--- config.mk ---
export PLATFORM = sky130hd
export DESIGN_NAME = fdn_echo_obuf
export DESIGN_NICKNAME = d
export VERILOG_FILES = /design/src/hw/rtl/four_channel_feedback_delay_echo_top_macros.svh /design/src/hw/rtl/fdn_echo_pkg.sv /design/src/hw/rtl/fdn_echo_obuf.sv
export SDC_FILE = /design/constraint.sdc
export NUM_CORES = 1
export LEC_CHECK = 0
export BUFFER_PORTS_ARGS = -buffer_cell sky130_fd_sc_hd__buf_4
export CAP_MARGIN = 0
export CORE_MARGIN = 1.5
export CORE_UTILIZATION = 58
export CTS_BUF_LIST = sky130_fd_sc_hd__clkbuf_8
export DETAILED_ROUTE_END_ITERATION = 8
export GPL_ROUTABILITY_DRIVEN = 1
export PLACE_DENSITY = 0.87
export SYNTH_ARGS = -nofsm -noshare
export SYNTH_HDL_FRONTEND = slang
export SYNTH_SLANG_ARGS = --single-unit
--- constraint.sdc ---
create_clock -name clk -period 13.1 [get_ports clk]
set_input_delay 1.31 -clock clk [delete_from_list [all_inputs] [get_ports clk]]
set_output_delay 1.31 -clock clk [all_outputs]
set_load 0.02 [all_outputs]
--- src/hw/rtl/four_channel_feedback_delay_echo_top_macros.svh ---
// Assertion helpers for the feedback delay echo top level.
`ifndef FOUR_CHANNEL_FEEDBACK_DELAY_ECHO_TOP_MACROS_SVH
`define FOUR_CHANNEL_FEEDBACK_DELAY_ECHO_TOP_MACROS_SVH

// The consequent must hold in the same cycle as the antecedent.
`define FDE_ASSERT_NOW(label, ante, cons, msg) \
  label: assert property (@(posedge clk) disable iff (!rst_n) (ante) |-> (cons)) \
    else $error(msg);

// The consequent must hold in the cycle after the antecedent.
`define FDE_ASSERT_NEXT(label, ante, cons, msg) \
  label: assert property (@(posedge clk) disable iff (!rst_n) (ante) |=> (cons)) \
    else $error(msg);

`endif

--- src/hw/rtl/fdn_echo_pkg.sv ---
package fdn_echo_pkg;

  localparam int FRAMES     = 32768;
  localparam int ADDR_W     = $clog2(FRAMES);
  localparam int LANES      = 4;
  localparam int SAMPLE_W   = 32;
  localparam int GAIN_W     = 16;
  localparam int DELAY_W    = 16;
  localparam int NUM_REGS   = 7;
  localparam int CFG_DW     = 64;
  localparam int CFG_AW     = $clog2(NUM_REGS * 8);
  localparam int IDX_W      = CFG_AW - 3;
  localparam int FRAME_W    = LANES * SAMPLE_W;
  localparam int OBUF_DEPTH = 2;

  localparam logic signed [SAMPLE_W-1:0] Q31_MAX = 32'sh7FFF_FFFF;
  localparam logic signed [SAMPLE_W-1:0] Q31_MIN = 32'sh8000_0000;

  typedef logic [ADDR_W-1:0]          addr_t;
  typedef logic signed [SAMPLE_W-1:0] sample_t;
  typedef logic signed [GAIN_W-1:0]   gain_t;
  typedef logic [DELAY_W-1:0]         delay_t;

  typedef enum logic [IDX_W-1:0] {
    REG_DELAY  = 3'd0,
    REG_MIX_LO = 3'd1,
    REG_MIX_HI = 3'd2,
    REG_FB0    = 3'd3,
    REG_FB1    = 3'd4,
    REG_FB2    = 3'd5,
    REG_FB3    = 3'd6
  } reg_idx_t;

  localparam logic [CFG_DW-1:0] RST_DELAY  = 64'h6E00_3280_7700_3B80;
  localparam logic [CFG_DW-1:0] RST_MIX    = 64'h3FFF_FFFF_3FFF_FFFF;
  localparam logic [CFG_DW-1:0] RST_FB0    = 64'h0000_0000_0000_5FFF;
  localparam logic [CFG_DW-1:0] RST_FB1    = 64'h0000_0000_5FFF_0000;
  localparam logic [CFG_DW-1:0] RST_FB2    = 64'h0000_5FFF_0000_0000;
  localparam logic [CFG_DW-1:0] RST_FB3    = 64'h5FFF_0000_0000_0000;

  typedef struct packed {
    delay_t  [LANES-1:0]             delay;
    sample_t [LANES-1:0]             wet;
    gain_t   [LANES-1:0][LANES-1:0]  fb;     // fb[i][j]: echo j into channel i
  } cfg_t;

  typedef struct packed {
    logic  rd;
    logic  wr;
    logic  clr;
    logic  mul_en;
    addr_t wr_addr;
    addr_t wptr;
  } lane_ctl_t;

  function automatic sample_t sat_add(input sample_t a, input sample_t b);
    logic signed [SAMPLE_W:0] s;
    s = {a[SAMPLE_W-1], a} + {b[SAMPLE_W-1], b};
    if (s[SAMPLE_W] != s[SAMPLE_W-1]) begin
      return s[SAMPLE_W] ? Q31_MIN : Q31_MAX;
    end
    return s[SAMPLE_W-1:0];
  endfunction

  // Q31 by Q31, floor after the shift, no saturation.
  function automatic sample_t frac_mul(input sample_t a, input sample_t b);
    logic signed [2*SAMPLE_W-1:0] p;
    p = a * b;
    return p[2*SAMPLE_W-2:SAMPLE_W-1];
  endfunction

  // A Q15 gain stands for a Q31 value with its low half zero, so the
  // shift by 31 shrinks to a shift by 15 on the narrow product.
  function automatic sample_t frac_mul_gain(input sample_t a, input gain_t g);
    logic signed [SAMPLE_W+GAIN_W-1:0] p;
    p = a * g;
    return p[SAMPLE_W+GAIN_W-2:GAIN_W-1];
  endfunction

endpackage

--- src/hw/rtl/fdn_echo_obuf.sv ---
module fdn_echo_obuf (
  input  logic                              clk,
  input  logic                              rst_n,
  input  logic                              push,
  input  logic [fdn_echo_pkg::FRAME_W-1:0]  push_data,
  output logic                              out_tvalid,
  input  logic                              out_tready,
  output logic [fdn_echo_pkg::FRAME_W-1:0]  out_tdata
);
  import fdn_echo_pkg::*;

  localparam int PTR_W = $clog2(OBUF_DEPTH);

  logic [FRAME_W-1:0]             ent_r [OBUF_DEPTH];
  logic [PTR_W-1:0]               wr_ptr_r, wr_ptr_nxt;
  logic [PTR_W-1:0]               rd_ptr_r, rd_ptr_nxt;
  logic [$clog2(OBUF_DEPTH+1)-1:0] cnt_r, cnt_nxt;
  logic                           pop;

  assign pop        = out_tvalid && out_tready;
  assign out_tvalid = (cnt_r != '0);
  assign out_tdata  = ent_r[rd_ptr_r];

  always_comb begin
    wr_ptr_nxt = wr_ptr_r;
    rd_ptr_nxt = rd_ptr_r;
    cnt_nxt    = cnt_r;
    if (push) begin
      wr_ptr_nxt = (wr_ptr_r == PTR_W'(OBUF_DEPTH - 1)) ? '0 : wr_ptr_r + 1'b1;
    end
    if (pop) begin
      rd_ptr_nxt = (rd_ptr_r == PTR_W'(OBUF_DEPTH - 1)) ? '0 : rd_ptr_r + 1'b1;
    end
    if (push && !pop) begin
      cnt_nxt = cnt_r + 1'b1;
    end else if (pop && !push) begin
      cnt_nxt = cnt_r - 1'b1;
    end
  end

  always_ff @(posedge clk) begin
    if (!rst_n) begin
      wr_ptr_r <= '0;
      rd_ptr_r <= '0;
      cnt_r    <= '0;
    end else begin
      wr_ptr_r <= wr_ptr_nxt;
      rd_ptr_r <= rd_ptr_nxt;
      cnt_r    <= cnt_nxt;
    end
  end

  always_ff @(posedge clk) begin
    if (push) begin
      ent_r[wr_ptr_r] <= push_data;
    end
  end

endmodule
* Word-level counts from Yosys, hierarchy flattened
Memory sizes are Yosys's and may differ from the RTL's. A register that Yosys moved wholly into a read port is not among the register bits.
Cells that the tools add are included.
** Word-level totals
- Word-level logic and storage cells :: 23
- Memories :: 1
- Flip-flop bits (word level) :: 4
- Bits in writable memories :: 256
- Input bits :: 132
** Operators by class
- $add $sub $neg :: 4
- Reductions and logical operators :: 7
- Mux-type cells :: 8
** Memories
- ent_r :: words 2, width 128, read ports 1, clocked after Yosys merged registers in 1, write ports 1, RTL line fdn_echo_obuf.sv:14 : logic [FRAME_W-1:0] ent_r [OBUF_DEPTH];
** Operators with widths (number)
- $mux W1 :: 6
- $mux W2 :: 2
- $reduce_bool A2 Y1 :: 2
- $logic_and A1 B1 Y1 :: 3
- $add A1 B1 Y1 const B :: 2
- $add A2 B1 Y2 const B :: 1
- $logic_not A1 Y1 :: 2
- $sub A2 B1 Y2 const B :: 1

* Depth between registers and ports, before layout
- Word-level depth :: 5
- Depth in mapped cells :: 5

* Worst setup path before layout
No wires, ideal clock.
- Path kind :: in2reg
- Start point :: in push
- End point :: mem ent_r[0][0] (netlist bit), enable pin
- Required time :: 12.468 ns
- Buffers on the path :: 0
- Setup time :: 0.632 ns
- Setup slack :: 5.579 ns
- Stages :: 1
- Data arrival time :: 6.889 ns
- Cell sequence :: nor2b_1
** On the way
- Longest elaborated chain between the ends :: 2
** Ends and longest elaborated chain
- start: declaration :: RTL line fdn_echo_obuf.sv:4 : input logic push,
- $mux W1 :: RTL line fdn_echo_obuf.sv:54 : if (push) begin
- $mux W1 (not written as such) :: RTL line fdn_echo_obuf.sv:55 : ent_r[wr_ptr_r] <= push_data;
- end: declaration :: RTL line fdn_echo_obuf.sv:14
No other way between the ends.

==> flow_summary.yaml <==
floorplan:
  io_pins: 261
  rows: 46
  die_x_um: 131
  die_y_um: 131
  core-area_um2: 15900
  dieArea_um2: 17100
  initial_core_util_pct: 59.5
clocking:
  path_clk_slew_ns: 0.06
  clock_latency_ns: 0.52
  clockRootBuffer: "clkbuf_8"
  h-tree-depth: 2
  cts_setup_buffers: 0
  clk_path_buf_depth: 3
  clkSinkCount: 261
  tritoncts: "done"
  postCtsHoldBufs: 0
  cts.repair.resized: 0
  cts_buffers: 41
critical_path:
  critPathRequiredTime_ns: 11.79
  critPathCaptureType: "output port"
  worst-setup-path-type: "register to output port"
  reg2reg_slack_ns: 10.78
  cp.arrival_ns: 2.86
  slowest_stage: "dfxtp_4"
  worst-path-buf-inv: 2
  path_common_cell: "buf_4"
  cp_max_fo: 72
  critPathTopFamily: "buffers and inverters"
  max_stage_delay_ns: 0.85
  path_cells: "buf_4 -> mux2_2 -> buf_4"
  start_kind: "register"
sta:
  slew_headroom_pct: 37.9
  clock.fmax_ghz: 0.240
  setup_viol: 0
  clock-skew-final_ns: 0.00851
  drv_slew: 0
  rsz0062_at_grt: "no"
  hold_viol: 0
  tightest_slew_ns: 0.932
  period_needed_ns: 4.17
  fin_tns_setup_ns: 0
  finalCritPeriodShare_pct: 31.8
placement:
  dp.cells: 885
  dpl_cell_area_um2: 11600
  port_buffers: 260
  hpwlAfterDp_um: 12300
  gp_congestion: 0.729
synthesis:
  yosysSeqAreaShare_pct: 82.0
  syn_area_um2: 9490
  syn_area_per_cell_um2: 22.7
  syn-num-nets: 552
  synthCells: 419
  yosys.area.top_type: "edfxtp_1"
  yosysWarningCount: 0
  synth_cell_types: 16
  yosysTopAreaCellShare_pct: 81.0
  synth_area_leaders: "edfxtp_1, mux2_2, buf_6, dfxtp_1, and2_1"
  synth_seq_cells: 261
detailed_routing:
  ant_nets: 0
  drc_errors: 0
  vias: 4941
  initialDrtViolationCount: 303
  viasPerCell: 5.20
  drt_wl_total_um: 18700
  wl_per_cell_um: 19.6
  drt_first_pass_iters: 4
power_and_ir_drop:
  switching_share_pct: 28.0
  p_int_w: 0.00158
  pwr-share-comb_pct: 26.7
  p_seq_share_pct: 46.0
  vdd.ir_drop.worst_uv: 111
  p_sw_w: 0.000617
  power_density_nw_per_um2: 179
  leakage_nw: 4.65
  clockPowerShare_pct: 27.2
run_status:
  status: "finished, final reports clean"
finish:
  drive_gt1_share_pct: 60.4
  fin_util_pct: 77.3
  stdcell_count: 951
  design_area_um2: 12300
  antenna_cells: 0
  synthToLayoutAreaGrowth_pct: 29.8
  nNetsFinal: 845
global_routing:
  overflow: 0
  grt_antenna_before_repair: 0
  groute.usage.overall_pct: 21.1
  grt_start_max_net_pins: 73
  grt_pass1_wl_um: 26400
  grt_pass1_vias: 5155
worst_hold_path:
  hp-class: "register to register"
run:
  max-cap-violations: 0
power by group through the flow:
stage                     clock (W)  sequential (W)  combinational, W
after floorplan                   0         0.00100          0.000408
after global placement            0         0.00103          0.000578
after detailed placement          0         0.00103          0.000589
after CTS                  0.000615         0.00102          0.000593
after global routing       0.000646         0.00102          0.000621
final                      0.000599         0.00101          0.000589
tightest hold or removal path, delay by kind of cell, from the launching register on:
kind,cells,cell delay [ns]
AO/OA/AOI/OAI,2,0.16
flip-flops,1,0.33
cells by family after synthesis:
kind of cell / share of synthesized area (%)
buffers and inverters: 1.58
XOR/XNOR: 0.277
AND/OR/NAND/NOR: 0.527
flip-flops: 82.0
multiplexers: 15.2
AO/OA/AOI/OAI: 0.264
adder cells (fa/ha/maj): 0.132
stage by stage:
step,worst slack [ns],total power [W],hold slack [ns]
6_report,8.93,0.00220,0.540
5_1_grt,8.76,0.00229,0.561
4_1_cts,8.88,0.00222,0.540
3_5_place_dp,9.44,0.00162,0.531
3_3_place_gp,9.49,0.00160,0.476
2_1_floorplan,5.58,0.00141,0.465
final cells by class:
cell class                      instances  area (um2)
Timing Repair Buffer                  264        1980
Clock buffer                           43         592
Fill cell                             881        3620
Clock inverter                         23         120
Sequential cell                       261        7790
Multi-Input combinational cell        144        1570
Tap cell                              216         270
sequential cells by signal, indices dropped and copies added (netlist names), named ones only:
name,flops
rd_ptr_r,1
wr_ptr_r,1
cnt_r,2
ent_r,256
final timing paths:
check | startpoint | endpoint | cells past startpoint
max | register | out_tdata[49] | 3
min | cnt_r[1] | cnt_r[1] | 2
max reg2reg | wr_ptr_r | ent_r[1][1] | 2
min reg2reg | cnt_r[1] | cnt_r[1] | 2
cell usage in the layout, fill, tap and decap left out:
cell	instances
and2_4	1
o21ai_0	1
clkinv_2	3
o21a_1	1
or3_1	1
xnor2_1	2
inv_1	13
edfxtp_1	256
o21ai_1	1
xor2_1	1
nor2b_1	1
clkbuf_8	43
bufinv_16	1
mux2_2	128
or2_2	1
clkinvlp_4	1
dfxtp_4	1
ha_1	1
clkinv_1	5
and2_1	3
buf_4	264
a21boi_1	1
dfxtp_1	4
nor2b_4	1
cell usage after synthesis:
cell type  instances
dfxtp_1            5
o21a_1             1
ha_1               1
xnor2_1            2
buf_4              2
edfxtp_1         256
buf_6             12
nor2b_1            2
or3_1              1
mux2_2           128
o21ai_1            1
a21boi_1           1
o21ai_0            1
or2_2              1
and2_1             4
xor2_1             1
routing by layer:
layer	track usage (%)	vias to the layer above	part of all wire [%]
met5	0	-	0
met4	8.79	0	2.6
met3	9.00	33	10
met2	37.6	223	52
met1	21.7	2427	35
li1	-	2258	-
Note: power is estimated with default switching activity, not from simulation.
