<file path="src/hw/rtl/four_channel_feedback_delay_echo_top_macros.svh">
// Assertion helpers for the feedback delay echo top level.
`ifndef FOUR_CHANNEL_FEEDBACK_DELAY_ECHO_TOP_MACROS_SVH
`define FOUR_CHANNEL_FEEDBACK_DELAY_ECHO_TOP_MACROS_SVH

// The consequent must hold in the same cycle as the antecedent.
`define FDE_ASSERT_NOW(label, ante, cons, msg) \
  label: assert property (@(posedge clk) disable iff (!rst_n) (ante) |-> (cons)) \
    else $error(msg);

// The consequent must hold in the cycle after the antecedent.
`define FDE_ASSERT_NEXT(label, ante, cons, msg) \
  label: assert property (@(posedge clk) disable iff (!rst_n) (ante) |=> (cons)) \
    else $error(msg);

`endif

</file>
<file path="src/hw/rtl/fdn_echo_pkg.sv">
package fdn_echo_pkg;

  localparam int FRAMES     = 32768;
  localparam int ADDR_W     = $clog2(FRAMES);
  localparam int LANES      = 4;
  localparam int SAMPLE_W   = 32;
  localparam int GAIN_W     = 16;
  localparam int DELAY_W    = 16;
  localparam int NUM_REGS   = 7;
  localparam int CFG_DW     = 64;
  localparam int CFG_AW     = $clog2(NUM_REGS * 8);
  localparam int IDX_W      = CFG_AW - 3;
  localparam int FRAME_W    = LANES * SAMPLE_W;
  localparam int OBUF_DEPTH = 2;

  localparam logic signed [SAMPLE_W-1:0] Q31_MAX = 32'sh7FFF_FFFF;
  localparam logic signed [SAMPLE_W-1:0] Q31_MIN = 32'sh8000_0000;

  typedef logic [ADDR_W-1:0]          addr_t;
  typedef logic signed [SAMPLE_W-1:0] sample_t;
  typedef logic signed [GAIN_W-1:0]   gain_t;
  typedef logic [DELAY_W-1:0]         delay_t;

  typedef enum logic [IDX_W-1:0] {
    REG_DELAY  = 3'd0,
    REG_MIX_LO = 3'd1,
    REG_MIX_HI = 3'd2,
    REG_FB0    = 3'd3,
    REG_FB1    = 3'd4,
    REG_FB2    = 3'd5,
    REG_FB3    = 3'd6
  } reg_idx_t;

  localparam logic [CFG_DW-1:0] RST_DELAY  = 64'h6E00_3280_7700_3B80;
  localparam logic [CFG_DW-1:0] RST_MIX    = 64'h3FFF_FFFF_3FFF_FFFF;
  localparam logic [CFG_DW-1:0] RST_FB0    = 64'h0000_0000_0000_5FFF;
  localparam logic [CFG_DW-1:0] RST_FB1    = 64'h0000_0000_5FFF_0000;
  localparam logic [CFG_DW-1:0] RST_FB2    = 64'h0000_5FFF_0000_0000;
  localparam logic [CFG_DW-1:0] RST_FB3    = 64'h5FFF_0000_0000_0000;

  typedef struct packed {
    delay_t  [LANES-1:0]             delay;
    sample_t [LANES-1:0]             wet;
    gain_t   [LANES-1:0][LANES-1:0]  fb;     // fb[i][j]: echo j into channel i
  } cfg_t;

  typedef struct packed {
    logic  rd;
    logic  wr;
    logic  clr;
    logic  mul_en;
    addr_t wr_addr;
    addr_t wptr;
  } lane_ctl_t;

  function automatic sample_t sat_add(input sample_t a, input sample_t b);
    logic signed [SAMPLE_W:0] s;
    s = {a[SAMPLE_W-1], a} + {b[SAMPLE_W-1], b};
    if (s[SAMPLE_W] != s[SAMPLE_W-1]) begin
      return s[SAMPLE_W] ? Q31_MIN : Q31_MAX;
    end
    return s[SAMPLE_W-1:0];
  endfunction

  // Q31 by Q31, floor after the shift, no saturation.
  function automatic sample_t frac_mul(input sample_t a, input sample_t b);
    logic signed [2*SAMPLE_W-1:0] p;
    p = a * b;
    return p[2*SAMPLE_W-2:SAMPLE_W-1];
  endfunction

  // A Q15 gain stands for a Q31 value with its low half zero, so the
  // shift by 31 shrinks to a shift by 15 on the narrow product.
  function automatic sample_t frac_mul_gain(input sample_t a, input gain_t g);
    logic signed [SAMPLE_W+GAIN_W-1:0] p;
    p = a * g;
    return p[SAMPLE_W+GAIN_W-2:GAIN_W-1];
  endfunction

endpackage

</file>
<file path="src/hw/rtl/fdn_echo_regs.sv">
module fdn_echo_regs (
  input  logic                             clk,
  input  logic                             rst_n,
  input  logic                             psel,
  input  logic                             penable,
  input  logic                             pwrite,
  input  logic [fdn_echo_pkg::CFG_AW-1:0]  paddr,
  input  logic [fdn_echo_pkg::CFG_DW-1:0]  pwdata,
  output logic [fdn_echo_pkg::CFG_DW-1:0]  prdata,
  output fdn_echo_pkg::cfg_t               cfg
);
  import fdn_echo_pkg::*;

  logic [CFG_DW-1:0] regs_r [NUM_REGS];
  reg_idx_t          idx;
  logic              hit;
  logic              wr_en;

  assign idx   = reg_idx_t'(paddr[CFG_AW-1:3]);
  assign hit   = (idx <= REG_FB3);
  assign wr_en = psel && penable && pwrite && hit;

  always_ff @(posedge clk) begin
    if (!rst_n) begin
      regs_r[REG_DELAY]  <= RST_DELAY;
      regs_r[REG_MIX_LO] <= RST_MIX;
      regs_r[REG_MIX_HI] <= RST_MIX;
      regs_r[REG_FB0]    <= RST_FB0;
      regs_r[REG_FB1]    <= RST_FB1;
      regs_r[REG_FB2]    <= RST_FB2;
      regs_r[REG_FB3]    <= RST_FB3;
    end else if (wr_en) begin
      regs_r[idx] <= pwdata;
    end
  end

  assign prdata = hit ? regs_r[idx] : '0;

  always_comb begin
    for (int k = 0; k < LANES; k++) begin
      cfg.delay[k] = regs_r[REG_DELAY][DELAY_W*k +: DELAY_W];
      if (k < 2) begin
        cfg.wet[k] = regs_r[REG_MIX_LO][SAMPLE_W*(k%2) +: SAMPLE_W];
      end else begin
        cfg.wet[k] = regs_r[REG_MIX_HI][SAMPLE_W*(k%2) +: SAMPLE_W];
      end
      for (int j = 0; j < LANES; j++) begin
        cfg.fb[k][j] = regs_r[IDX_W'(int'(REG_FB0) + k)][GAIN_W*j +: GAIN_W];
      end
    end
  end

endmodule

</file>
<file path="config.mk">
export PLATFORM = sky130hd
export DESIGN_NAME = fdn_echo_regs
export DESIGN_NICKNAME = d
export VERILOG_FILES = /design/src/hw/rtl/four_channel_feedback_delay_echo_top_macros.svh /design/src/hw/rtl/fdn_echo_pkg.sv /design/src/hw/rtl/fdn_echo_regs.sv
export SDC_FILE = /design/constraint.sdc
export NUM_CORES = 1
export LEC_CHECK = 0
export BUFFER_PORTS_ARGS = -buffer_cell sky130_fd_sc_hd__buf_2
export CAP_MARGIN = 20
export CORE_MARGIN = 1.5
export CORE_UTILIZATION = 39
export DETAILED_ROUTE_END_ITERATION = 8
export PLACE_DENSITY = 0.61
export RECOVER_POWER = 100
export SETUP_SLACK_MARGIN = 0.3
export SLEW_MARGIN = 10
export SYNTH_ARGS = -nofsm -noshare
export SYNTH_HDL_FRONTEND = slang
export SYNTH_SLANG_ARGS = --single-unit
export TNS_END_PERCENT = 1
</file>
<file path="constraint.sdc">
create_clock -name clk -period 9.63 [get_ports clk]
set_clock_uncertainty 0.1 [all_clocks]
set_input_delay 1.926 -clock clk [delete_from_list [all_inputs] [get_ports clk]]
set_output_delay 1.926 -clock clk [all_outputs]
set_load 0.02 [all_outputs]
</file>
; Yosys cells after proc, flatten, opt, wreduce, memory -nomap -nowiden
; Memories as Yosys holds them, arrays and structs flattened.
; Cells that the tools add are included.
[classes]
n_lt_le_gt_ge = 1
n_mux = 8
reduce_logical = 4
[op_table]
columns = op, n
row1 = 64-bit 2-to-1 mux, 2
row2 = 64-bit OR reduction, 1
row3 = 1-bit 2-to-1 mux, 5
row4 = "3-bit less-or-equal comparator, second input constant", 1
row5 = 1-bit logical AND, 3
row6 = 3-bit 2-to-1 mux, 1
[word_totals]
out_inout_bits = 512
in_bits = 75
ff_bits = 0
wordCells = 14
mem_count = 1
mem_bits_rw = 448
[mem_list]
columns = name, words, width, read_ports, rd_ports_with_merged_regs, write_ports, line
row1 = regs_r, 7, 64, 8, 0, 7, fdn_echo_regs.sv:14  ; logic [CFG_DW-1:0] regs_r [NUM_REGS];

; Depth between registers and ports, before layout
; Gate-level depths: netlist of run 1.
[depth]
word_depth = 8
mapped_depth = 6

; Worst setup path before layout of run 1
; No wires, ideal clock.
[synth_timing]
path_kind = input -> register
from = input port paddr[3] (netlist name)
to = memory regs_r[4][0], enable pin
required_time_ps = 8956
path_buffers = 3
stages = 5
path_slack_ps = 1782
arrival_time_ps = 7173
setup_time_ps = 574
cell_sequence = or2_1 > buf_2 > buf_2 > buf_2 > o21ai_0
[synth_lines]
columns = item, line
row1 = start: declaration, fdn_echo_regs.sv:7  ; input logic [fdn_echo_pkg::CFG_AW-1:0] paddr,
row2 = end: declaration, fdn_echo_regs.sv:14

; Final worst setup path of run 1
[layout_timing]
from = input port paddr[3] (netlist name)
to = output port prdata[25] (netlist name)
[layout_between]
elab_chain_len = 2
[layout_lines]
columns = item, line
row1 = memory read 7 x 64 bit or 3-bit less-or-equal comparator (tied branches), --
row2 = 64-bit 2-to-1 mux (*), fdn_echo_regs.sv:37  ; assign prdata = hit ? regs_r[idx] : '0;
row3 = end: declaration, fdn_echo_regs.sv:9  ; output logic [fdn_echo_pkg::CFG_DW-1:0] prdata,
; Every way passes the cells marked *; elsewhere a longest branch is shown, timed or not.

==> impl_metrics.ini, run 1 <==
[finish]
top_register = regs_r
layout.cells.non_filler = 2906
area_delta_synth_final_pct = 20.8
largest_registers = regs_r x448
final_cell_mix = clkbuf_1, edfxtp_1, nand2_1
final_common_cell = clkbuf_1
largest_reg_flops = 448
fin_nets = 2261
drive_above_1_share = 0.113
post-route-cell-area_um2 = 24600

[worst_setup_path]
slowest_stage = nand2b_1
path_buf_inv = 3
arrival_ns = 5.95
crit_chain = buf_2 > nand2b_1 > buf_4 > o22ai_1 > a31oi_1 > clkbuf_1
rr_worst_depth = 2
cp_data_required_time_ns = 7.60
end_kind = output port
path_max_fanout = 57
reg2reg_from = regs_r[6][60]
path_depth = 6
worst-setup-path-type = input pin to output port
setup.worst_path.start_class = input pin
cp_top_family = buffers and inverters
worstSetupStartpoint = paddr[3]
slowest_delay_ns = 1.73

[sta]
slew_headroom = -1.25
setup-violations-final = 0
final-max-slew-violation-count = 636
min_period_over_period = 0.828
worst-slew-pin-transition_ns = 3.37
hold_viol = 0
rsz0062_at_grt = false
fin_crit_ns = 7.97
fin_hold_ws_ns = 0.390
fmax_mhz = 125
tns_ns = 0

[synthesis]
synth_area_leaders = edfxtp_1, dfxtp_1, mux2i_1, nand2_1, and2_1
synth.top_cell.area_share = 0.567
ys_warn_count = 0
synth_seq_area_share = 0.630
synthArstFlopShare = 0
synth_cell_type_count = 45
avgSynthCellArea_um2 = 12.2
ys.flop_type = edfxtp_1
yosysTopAreaCell = edfxtp_1
netlist_area_um2 = 20300
syn-instance-count = 1664
synth_edf_count = 384
mappedNetlistNets = 1739
synth_seq_cells = 448

[power]
peakVddDrop_v = 0.000126
p_leak_uw = 0.00824
p_per_area_nw_per_um2 = 193

[clocking]
postCtsResizedCells = 0
cts_buffers = 48
holdBufCountCts = 0
cts_setup_buffers = 0
cts_tree = yes
clk_latency_ns = 0.58
root_buffer = clkbuf_16
clk_pin_slew_worst_paths_ns = 0.06
clock_sinks = 448
cts_max_path_buffers = 3
htreeDepth = 2

[placed_design]
dp.cells = 2815
io_buffers = 583
globalplace.congestion = 0.881
hpwl_um = 51500
place_area_um2 = 23800

[grt]
grt.total_usage = 0.292
grt_max_degree = 65
overflow = 0
antenna_found_initial = 6
grt_pass1_vias = 16057
grt_pass1_wl_um = 114000

[floorplan]
row_count = 83
die_area_um2 = 53600
die-width_um = 231
coreArea_um2 = 51400
initial_core_util = 0.396
ios = 587
chipHeight_um = 231

[hold_path]
hp-class = flop to flop
hold_path_depth = 2
worstHoldStart = regs_r[6][46]

[run_status]
violations = max-capacitance violations, max-slew violations
run_status = finished, violations left

[detailed_routing]
ant_nets = 0
drc_errors = 0
wl_per_cell_um = 28.0
wirelength_um = 81400
vias = 16709
via_per_inst = 5.75
drtIter0Drc = 1689
first_pass_iters = 5

[run]
maxCapViolCount = 16
==> logic make-up after synthesis <==
group	Yosys count	share of synthesized area
DFF	448	0.630
buffers and inverters	160	0.0396
AOI/OAI and AO/OA	282	0.0950
and+or+nand+nor	628	0.162
muxes	146	0.0739
==> power by group <==
group | switching (uW) | leakage (uW) | internal [uW] | total, uW
Sequential | 67.2 | 0.00427 | 2210 | 2280
Combinational | 472 | 0.00320 | 152 | 624
Clock | 766 | 0.000760 | 1070 | 1840
Total | 1310 | 0.00824 | 3430 | 4740
==> tightest hold or removal path: stages, from the launching register on <==
cell	delay, ns
dfxtp_1	0.33
nand2_1	0.06
mux2i_1	0.06
==> through the flow <==
step	total power, uW	util	worst slack [ns]
after global placement	2960	0.463	2.82
after CTS	4780	0.493	2.76
after global routing	4860	0.478	1.43
after detailed placement	2970	0.463	2.77
after floorplan	2680	-	1.78
final	4740	0.478	1.66
==> synth_stat cells, drive strengths merged, types with 47 or more instances <==
cell type / count
nor2: 47
nor3: 63
o22ai: 51
edfxtp: 384
buf: 83
o21ai: 67
dfxtp: 64
o211ai: 62
nand2b: 77
clkbuf: 62
mux2i: 112
and2: 117
nand2: 209
==> path summary, 6_finish.rpt <==
check	slack, ns	to
worst min-delay path	0.39	regs_r[6][46]
worst max register to register	8.68	regs_r[6][60]
worst min register to register	0.39	regs_r[6][46]
worst max-delay path	1.66	prdata[25]
==> routing by layer <==
metal,vias to the layer above,wire length (um),track usage
met4,8,2540,0.0966
met2,936,39200,0.481
met5,-,42,0
met3,171,7470,0.0684
met1,8408,32200,0.380
li1,7186,-,-
==> cell type report <==
class / count / area, um2
fillers: 4990 / 26800
inverters: 15 / 56.3
flip-flops and latches: 448 / 12800
multi-input cells: 1056 / 6790
clock buffers: 70 / 1390
well taps: 680 / 851
clock inverters: 18 / 160
repair buffers: 617 / 2530
diodes: 2 / 5.00
No activity file was read; power rests on OpenSTA's default activity.
==> run 2, diff against run 1 <==
Clock period 9.63 ns to 7.7 ns, I/O delays scaled along.
==> run 2 against run 1 <==
The run still ends with max-capacitance violations, max-slew violations left. Non-clock buffer count rose by 7. Final cell count rose by 0.28%. Core utilization rose by 0.14 points. Design area rose by 0.30%. Global-route usage rose by 0.46 points. Sequential share of layout area fell by 0.16 points. Total power rose by 28%. Critical endpoint is now prdata[41]. Largest cell class unchanged.
==> impl_metrics.ini, run 2 (synthesis gave the netlist of run 1 again) <==
[run_status]
run_status = finished, violations left
violations = max-capacitance violations, max-slew violations

[hold_path]
hp-class = flop to flop
worstHoldStart = regs_r[6][46]

[worst_setup_path]
crit_chain = clkbuf_8 > or2_4 > clkbuf_1 > o22ai_1 > a31oi_1 > buf_2
end_kind = output port
worstSetupStartpoint = paddr[4]
path_buf_inv = 3
reg2reg_from = regs_r[6][31]
reg2reg_slack_ns = 6.74
path_max_fanout = 80
worst-setup-path-type = input pin to output port
slowest_stage = clkbuf_1
cp-endpoint = prdata[41]
rr_worst_depth = 2
cp_data_required_time_ns = 6.06
slowest_delay_ns = 1.27
cp_top_family = buffers and inverters
arrival_ns = 5.09
reg2reg_to = regs_r[6][31]
path_depth = 6
setup.worst_path.start_class = input pin

[finish]
final_common_cell = clkbuf_1
fin_nets = 2268
area_delta_synth_final_pct = 21.2
final_cell_mix = clkbuf_1, edfxtp_1, nand2_1
largest_reg_flops = 448
drive_above_1_share = 0.120
post-route-cell-area_um2 = 24700
largest_registers = regs_r x448
top_register = regs_r

[sta]
tns_ns = 0
hold_viol = 0
min_period_over_period = 0.874
worst-slew-pin-transition_ns = 3.14
setup-violations-final = 0
final-max-slew-violation-count = 837
rsz0062_at_grt = false
fmax_mhz = 149
fin_crit_ns = 6.73
slew_headroom = -1.09

[placed_design]
place_area_um2 = 23800
io_buffers = 583
globalplace.congestion = 0.877
hpwl_um = 51900

[clocking]
cts_buffers = 48
cts_setup_buffers = 0
clock_sinks = 448
cts_tree = yes
clk_latency_ns = 0.57
cts_max_path_buffers = 3
clk_pin_slew_worst_paths_ns = 0.06
holdBufCountCts = 0
htreeDepth = 2
postCtsResizedCells = 0
root_buffer = clkbuf_16

[detailed_routing]
first_pass_iters = 5
ant_nets = 0
wirelength_um = 82500
wl_per_cell_um = 28.3
via_per_inst = 5.74
drtIter0Drc = 1605
vias = 16734
drc_errors = 0

[floorplan]
row_count = 83
ios = 587
coreArea_um2 = 51400
die-width_um = 231
chipHeight_um = 231
initial_core_util = 0.396
die_area_um2 = 53600

[run]
maxCapViolCount = 25

[grt]
overflow = 0
grt_pass1_wl_um = 115000
grt_max_degree = 81
gr-usage-met2 = 0.486
use_met3 = 0.0733
grt.busiest_layer = met2
grt.total_usage = 0.297
grt_use_met1 = 0.378
grt_pass1_vias = 16583
antenna_found_initial = 8

[power]
p_per_area_nw_per_um2 = 246
peakVddDrop_v = 0.000173
p_leak_uw = 0.00827
==> run 2: worst min-delay path by stage <==
| stage | endpoint | slack (ns) | cells after the start |
|---|---|---|---|
| 3_5_place_dp | regs_r[6][46] | 0.38 | 2 |
| 3_3_place_gp | regs_r[6][46] | 0.36 | 2 |
| 5_1_grt | regs_r[6][46] | 0.42 | 2 |
| 4_1_cts | regs_r[6][46] | 0.39 | 2 |
| 6_report | regs_r[6][46] | 0.40 | 2 |
| 2_1_floorplan | regs_r[6][43] | 0.44 | 2 |
==> run 2: layout make-up <==
class / count / area [um2]
Multi-Input combinational cell: 1056 / 6740
Clock inverter: 28 / 305
Antenna cell: 3 / 7.51
Tap cell: 680 / 851
Timing Repair Buffer: 624 / 2550
Sequential cell: 448 / 12800
Fill cell: 4980 / 26700
Inverter: 15 / 56.3
Clock buffer: 60 / 1350
==> run 2: where the power goes <==
| group | switching [uW] | leakage, uW | internal [uW] |
|---|---|---|---|
| Clock | 991 | 0.000806 | 1440 |
| Combinational | 589 | 0.00319 | 193 |
| Sequential | 82.2 | 0.00427 | 2760 |
| Total | 1660 | 0.00827 | 4400 |
==> run 2: stage by stage <==
step	setup WS, ns	util	hold slack (ns)	instances	total power, uW
5_1_grt	0.891	0.480	0.422	2912	6210
2_1_floorplan	0.256	-	0.442	1664	3350
3_3_place_gp	1.69	0.463	0.360	2821	3710
6_report	0.974	0.480	0.398	2914	6060
4_1_cts	1.66	0.496	0.393	2909	6110
3_5_place_dp	1.66	0.463	0.379	2821	3710
==> run 2: worst min-delay path: cells and delay by family, from the launching register on <==
kind / cells / cell delay, ns
flip-flops: 1 / 0.33
AND/OR/NAND/NOR: 1 / 0.06
multiplexers: 1 / 0.05
==> run 2: metal layers <==
layer / vias up / share of wire / routed length (um)
met4: 4 / 0.038 / 3130
met3: 185 / 0.098 / 8090
met1: 8375 / 0.39 / 32400
met5: - / 0.00032 / 26
li1: 7198 / - / -
met2: 972 / 0.47 / 38900
